<file path="config.mk">
export PLATFORM = sky130hd
export DESIGN_NAME = multi_pattern_occurrence_counter
export DESIGN_NICKNAME = d
export VERILOG_FILES = /design/src/design/mpoc_pkg.sv /design/src/design/multi_pattern_occurrence_counter.sv
export SDC_FILE = /design/constraint.sdc
export NUM_CORES = 2
export LEC_CHECK = 0
export BUFFER_PORTS_ARGS = -buffer_cell sky130_fd_sc_hd__buf_4
export CAP_MARGIN = 20
export CORE_MARGIN = 5
export CORE_UTILIZATION = 40
export CTS_CLUSTER_SIZE = 24
export DETAILED_ROUTE_END_ITERATION = 16
export GPL_TIMING_DRIVEN = 0
export SETUP_SLACK_MARGIN = 0.5
export SYNTH_ARGS = -nofsm -noshare
export SYNTH_HDL_FRONTEND = slang
export SYNTH_SLANG_ARGS = --single-unit
</file>
<file path="constraint.sdc">
create_clock -name clock -period 15.2 [get_ports clock]
set_input_delay 1.52 -clock clock [delete_from_list [all_inputs] [get_ports clock]]
set_output_delay 1.52 -clock clock [all_outputs]
set_load 0.005 [all_outputs]
</file>
<file path="src/design/mpoc_pkg.sv">
package mpoc_pkg;

   localparam int SLOTS            = 4;
   localparam int OUT_COUNT_WIDTH  = 32;
   localparam int CSR_INDEX_WIDTH  = 3;
   localparam int CSR_DATA_WIDTH   = 64;

   localparam logic [7:0] NEWLINE_BYTE = 8'd10;

   // item kinds
   localparam logic KIND_TEXT  = 1'b0;
   localparam logic KIND_CLEAR = 1'b1;

   // configuration register indexes
   localparam logic [CSR_INDEX_WIDTH-1:0] CSR_PATTERN_A = 3'd0;
   localparam logic [CSR_INDEX_WIDTH-1:0] CSR_PATTERN_B = 3'd1;
   localparam logic [CSR_INDEX_WIDTH-1:0] CSR_PATTERN_C = 3'd2;
   localparam logic [CSR_INDEX_WIDTH-1:0] CSR_PATTERN_D = 3'd3;
   localparam logic [CSR_INDEX_WIDTH-1:0] CSR_LENGTH_A  = 3'd4;
   localparam logic [CSR_INDEX_WIDTH-1:0] CSR_LENGTH_B  = 3'd5;
   localparam logic [CSR_INDEX_WIDTH-1:0] CSR_LENGTH_C  = 3'd6;
   localparam logic [CSR_INDEX_WIDTH-1:0] CSR_LENGTH_D  = 3'd7;

   typedef struct packed {
      logic       kind;
      logic [7:0] text_byte;
   } req_type;

   typedef struct packed {
      logic [OUT_COUNT_WIDTH-1:0] count_a;
      logic [OUT_COUNT_WIDTH-1:0] count_b;
      logic [OUT_COUNT_WIDTH-1:0] count_c;
      logic [OUT_COUNT_WIDTH-1:0] count_d;
   } rsp_type;

endpackage

</file>
<file path="src/design/multi_pattern_occurrence_counter.sv">
// Channel   Ports                               Direction  Moves
// req       req_valid  req_stall  req_data      in         one text byte or clear command
// rsp       rsp_valid  rsp_stall  rsp_data      out        all four counts after the item
// csr       csr_write  csr_index  csr_wdata     in         pattern and length registers
//
// One transaction per cycle while req_stall is low: the window compare, count update and result
// all happen in the accepting cycle; the result is registered in the output register, or in the
// one-entry skid behind it if the output register is held, so req_stall rises only when both
// are full; a stalled result holds in place.
// Reset (synchronous) clears counts, line fill, pattern lengths and both output entries.
module multi_pattern_occurrence_counter #(
   parameter int NUM_PATTERNS    = 4,
   parameter int MAX_PATTERN_LEN = 8,
   parameter int COUNT_WIDTH     = 32
) (
   input  logic                                   clock,
   input  logic                                   reset,
   input  logic                                   req_valid,
   output logic                                   req_stall,
   input  mpoc_pkg::req_type                      req_data,
   output logic                                   rsp_valid,
   input  logic                                   rsp_stall,
   output mpoc_pkg::rsp_type                      rsp_data,
   input  logic                                   csr_write,
   input  logic [mpoc_pkg::CSR_INDEX_WIDTH-1:0]   csr_index,
   input  logic [mpoc_pkg::CSR_DATA_WIDTH-1:0]    csr_wdata
);
   import mpoc_pkg::*;

   localparam int PAT_W  = 8 * MAX_PATTERN_LEN;
   localparam int FILL_W = $clog2(MAX_PATTERN_LEN + 1);

   logic [PAT_W-1:0]       pattern_ff [NUM_PATTERNS];
   logic [3:0]             length_ff  [NUM_PATTERNS];

   logic [7:0]             win_ff [MAX_PATTERN_LEN];
   logic [7:0]             win_in [MAX_PATTERN_LEN];
   logic [FILL_W-1:0]      fill_ff, fill_in;

   logic [COUNT_WIDTH-1:0] count_ff [NUM_PATTERNS];
   logic [COUNT_WIDTH-1:0] count_in [NUM_PATTERNS];
   logic [NUM_PATTERNS-1:0] hit;

   logic [OUT_COUNT_WIDTH-1:0] out_count [SLOTS];
   rsp_type                rsp_new;

   rsp_type                out_ff, out_in, skid_ff, skid_in;
   logic                   out_vld_ff, out_vld_in, skid_vld_ff, skid_vld_in;

   logic                   accept, out_fire, is_clear, is_newline;

   assign req_stall = skid_vld_ff;
   assign accept    = req_valid & ~skid_vld_ff;
   assign rsp_valid = out_vld_ff;
   assign rsp_data  = out_ff;
   assign out_fire  = out_vld_ff & ~rsp_stall;

   assign is_clear   = (req_data.kind == KIND_CLEAR);
   assign is_newline = (req_data.kind == KIND_TEXT) && (req_data.text_byte == NEWLINE_BYTE);

   // configuration registers
   always_ff @(posedge clock) begin
      if (reset) begin
         for (int s = 0; s < NUM_PATTERNS; s++) begin
            pattern_ff[s] <= '0;
            length_ff[s]  <= '0;
         end
      end else if (csr_write) begin
         for (int s = 0; s < NUM_PATTERNS; s++) begin
            if (csr_index == CSR_INDEX_WIDTH'(CSR_PATTERN_A + s)) begin
               pattern_ff[s] <= csr_wdata[PAT_W-1:0];
            end
            if (csr_index == CSR_INDEX_WIDTH'(CSR_LENGTH_A + s)) begin
               length_ff[s] <= csr_wdata[3:0];
            end
         end
      end
   end

   // window shift, newest byte at index 0
   always_comb begin
      win_in[0] = req_data.text_byte;
      for (int i = 1; i < MAX_PATTERN_LEN; i++) begin
         win_in[i] = win_ff[i-1];
      end
      if (is_clear || is_newline) begin
         fill_in = '0;
      end else if (fill_ff < FILL_W'(MAX_PATTERN_LEN)) begin
         fill_in = fill_ff + 1'b1;
      end else begin
         fill_in = fill_ff;
      end
   end

   // parallel compare of every slot against the shifted window
   always_comb begin
      logic all_eq;
      all_eq = 1'b0;
      for (int s = 0; s < NUM_PATTERNS; s++) begin
         hit[s] = 1'b0;
         for (int l = 1; l <= MAX_PATTERN_LEN; l++) begin
            all_eq = 1'b1;
            for (int k = 0; k < l; k++) begin
               if (win_in[l-1-k] != pattern_ff[s][8*k +: 8]) begin
                  all_eq = 1'b0;
               end
            end
            if (length_ff[s] == 4'(l) && fill_in >= FILL_W'(l) && all_eq) begin
               hit[s] = 1'b1;
            end
         end
      end
   end

   always_comb begin
      for (int s = 0; s < NUM_PATTERNS; s++) begin
         if (is_clear) begin
            count_in[s] = '0;
         end else if (!is_newline && hit[s] && count_ff[s] != {COUNT_WIDTH{1'b1}}) begin
            count_in[s] = count_ff[s] + 1'b1;
         end else begin
            count_in[s] = count_ff[s];
         end
      end
   end

   always_ff @(posedge clock) begin
      if (reset) begin
         fill_ff <= '0;
         for (int s = 0; s < NUM_PATTERNS; s++) begin
            count_ff[s] <= '0;
         end
      end else if (accept) begin
         fill_ff <= fill_in;
         for (int s = 0; s < NUM_PATTERNS; s++) begin
            count_ff[s] <= count_in[s];
         end
      end
   end

   always_ff @(posedge clock) begin
      if (accept && !is_clear && !is_newline) begin
         for (int i = 0; i < MAX_PATTERN_LEN; i++) begin
            win_ff[i] <= win_in[i];
         end
      end
   end

   // result: counts shown as 32 bits, unused slots read zero
   always_comb begin
      logic [63:0] wide;
      wide = '0;
      for (int s = 0; s < SLOTS; s++) begin
         out_count[s] = '0;
      end
      for (int s = 0; s < NUM_PATTERNS; s++) begin
         wide         = 64'(count_in[s]);
         out_count[s] = wide[OUT_COUNT_WIDTH-1:0];
      end
      rsp_new.count_a = out_count[0];
      rsp_new.count_b = out_count[1];
      rsp_new.count_c = out_count[2];
      rsp_new.count_d = out_count[3];
   end

   // output register with one skid entry
   always_comb begin
      out_in      = out_ff;
      skid_in     = skid_ff;
      out_vld_in  = out_vld_ff;
      skid_vld_in = skid_vld_ff;
      if (skid_vld_ff) begin
         if (out_fire) begin
            out_in      = skid_ff;
            skid_vld_in = 1'b0;
         end
      end else if (accept) begin
         if (!out_vld_ff || out_fire) begin
            out_in     = rsp_new;
            out_vld_in = 1'b1;
         end else begin
            skid_in     = rsp_new;
            skid_vld_in = 1'b1;
         end
      end else if (out_fire) begin
         out_vld_in = 1'b0;
      end
   end

   always_ff @(posedge clock) begin
      if (reset) begin
         out_vld_ff  <= 1'b0;
         skid_vld_ff <= 1'b0;
      end else begin
         out_vld_ff  <= out_vld_in;
         skid_vld_ff <= skid_vld_in;
      end
   end

   always_ff @(posedge clock) begin
      out_ff  <= out_in;
      skid_ff <= skid_in;
   end

endmodule
</file>
==> impl_metrics.tcl <==
set metrics [dict create \
    path_common_cell "buf_2" \
    synth_area_leaders "edfxtp_1, xnor2_1, xor2_1" \
    worstSkewPairLatency_ps 710 \
    port_buffers 209 \
    grt_pass1_vias 35600 \
    post-route-period-util_pct 39.5 \
    dieArea_um2 119000 \
    crit_buf_inv 7 \
    syn-num-nets 4418 \
    dp_cells 6084 \
    synth.distinct_cells 76 \
    max_stage_delay_ps 870 \
    p_leak_nw 17.2 \
    yosysTopAreaCell "edfxtp_1" \
    slew_viol_final 0 \
    fin_area_um2 51900 \
    grt_max_degree 55 \
    detail-route-antenna-nets 0 \
    dr.pass1.iters 5 \
    dpl.hpwl_mm 158 \
    worst_pin_slew_ps 1260 \
    synth_edf_count 712 \
    core.rowCount 123 \
    skew_ps 54.2 \
    relSlewSlack_pct 15.7 \
    tritoncts "built" \
    cts_resized 0 \
    synth_warnings 0 \
    synth_flop_cell "edfxtp_1" \
    clock-sinks 718 \
    syn_avg_cell_area_um2 10.4 \
    post_drt_via_cell_ratio 6.04 \
    period_needed_ps 6000 \
    postCtsSetupRepairBufs 0 \
    ys_seq_area_share_pct 47.8 \
    synth-seq-cells 718 \
    arrival_ps 6400 \
    dieWidth_um 345 \
    layout.cells.non_filler 6249 \
    grt_pass1_wl_mm 293 \
    initial_utilization_pct 40.2 \
    hp-class "flop to flop" \
    synth_common_cells "edfxtp_1, xnor2_1, xor2_1" \
    wl_per_cell_um 35.0 \
    p_per_area_nw_per_um2 102 \
    setup_viol 0 \
    nNetsFinal 4754 \
    synth_top_area_share_pct 47.5 \
    syn2layout_area_growth_pct 15.4 \
    first_iter_violations 5570 \
    ctsLongestPathBuffers 3 \
    rsz0062_at_grt "no" \
    post_dp_cell_area_um2 49300 \
    synthMostInstantiatedCell "edfxtp_1" \
    async_flop_share_pct 0 \
    ir_worst_vdd_uv 83.6 \
    wirelength_mm 218 \
    cts_hold_buffers 0 \
    critical-path-slowest-cell "nor4bb_1" \
    drc 0 \
    clk_pin_slew_worst_paths_ps 60 \
    cts-root-buf "clkbuf_16" \
    syn_area_um2 45000 \
    num_vias 37800 \
    grt_antenna_before_repair 44 \
    gr-usage-all-layers_pct 35.1 \
    synthCells 4332 \
    crit_chain "buf_4 > buf_2 > buf_2 > buf_4 > buf_2 > xnor2_1 > nor3b_1 > a32oi_1 > nor4bb_1 > buf_2 > buf_4 > nor3_1 > xnor2_1 > o21ai_0" \
    drive_above_1_share_pct 10.9 \
    htreeDepth 3 \
    finalHoldViolCount 0 \
    outcome "complete, no violations" \
    worstPathRequired_ps 15610 \
    core_um2 112000 \
    r2r_setup_slack_ps 9870 \
    endpoint_kind "flop" \
    crit_family "buffers and inverters" \
    fmax_mhz 167 \
    io_pins 211 \
    start_kind "input pin" \
    numCtsBuffers 81 \
    grt.overflow.total 0 \
    criticalPathCategory "input pin to flop" \
    path_max_fanout 10 \
    gp_congestion 1.06 \
    die_y_um 345 \
    cap_violations 0 \
]
==> registers in the layout, indices dropped and copies added (netlist names) <==
| register | count |
|---|---|
| count_ff | 128 |
| fill_ff | 4 |
| length_ff | 16 |
| pattern_ff | 256 |
| req_stall | 1 |
| rsp_data | 128 |
| rsp_valid | 1 |
| skid_ff | 128 |
| win_ff | 56 |
==> layer usage <==
metal / wire [um] / vias to the layer above / global-route usage, %
li1: - / 15800 / -
met1: 85000 / 18400 / 46.4
met2: 91300 / 2706 / 51.2
met3: 24700 / 723 / 8.64
met4: 17200 / 34 / 23.1
met5: 235 / - / 0
==> cells by family (layout without fill, tap and decap cells) <==
kind of cell	after synthesis	count (layout)	synth area share (%)
mux	25	25	0.570
fa+ha+maj	5	5	0.139
xor+xnor	1196	1196	23.3
flops	718	718	47.8
simple gates	1655	1655	20.0
compound gates	270	270	3.87
buf+inv	463	860	4.33
other cells	0	20	0
==> power breakdown <==
part	switching, W	internal [W]
registers	0.0000945	0.00231
logic	0.000653	0.000325
clock network	0.000864	0.00103
==> placed cells by master (no fill, tap or decap), types with 12 or more instances in the layout <==
master / synthesis / routed
nor4b_1: 14 / 14
nor3b_1: 20 / 20
nand3_1: 94 / 94
xnor2_1: 707 / 707
nor4_1: 182 / 182
xor2_1: 489 / 489
or3_1: 14 / 14
and4_1: 12 / 12
o21ai_0: 123 / 123
nand2b_1: 32 / 31
nor2b_1: 30 / 30
edfxtp_1: 712 / 712
buf_2: 109 / 111
and3_1: 33 / 33
and2_1: 283 / 283
buf_1: 75 / 74
nor3_1: 97 / 96
clkbuf_16: 0 / 81
clkbuf_1: 201 / 224
or4_1: 26 / 26
mux2i_1: 20 / 20
buf_12: 0 / 14
nand4_1: 235 / 235
diode_2: 0 / 20
nand2_1: 237 / 237
a21oi_1: 20 / 19
nor2_1: 311 / 308
o22ai_1: 18 / 18
clkinv_1: 0 / 17
buf_4: 15 / 226
inv_1: 61 / 61
==> path summary, 6_finish.rpt <==
path / start / endpoint / depth (start not counted)
setup reg to reg: win_ff[0][2] / rsp_data[40] / 14
hold reg to reg: win_ff[4][3] / win_ff[5][3] / 0
hold / removal: win_ff[4][3] / win_ff[5][3] / 0
setup / recovery: req_data[4] / rsp_data[40] / 14
==> metrics by stage <==
stage / TNS [ps] / hold WS, ps / util, % / power, W / setup WS [ps]
final: 0 / 436 / 46.3 / 0.00528 / 9200
after global routing: 0 / 441 / 46.3 / 0.00542 / 9130
after CTS: 0 / 424 / 46.3 / 0.00528 / 9180
after detailed placement: 0 / 433 / 44.0 / 0.00339 / 8450
after global placement: -89240 / 426 / 43.2 / 0.00339 / -720
after floorplan: 0 / 421 / - / 0.00296 / 3440
==> final cells by class <==
class | instances | area [um^2]
repair buffers | 253 | 2380
well taps | 1500 | 1880
diodes | 20 | 50.0
fillers | 10700 | 60100
flip-flops and latches | 718 | 21500
multi-input cells | 3151 | 21700
plain buffers | 402 | 1720
clock buffers | 106 | 2120
clock inverters | 38 | 364
inverters | 61 | 229
(Power assumes the default switching activity.)
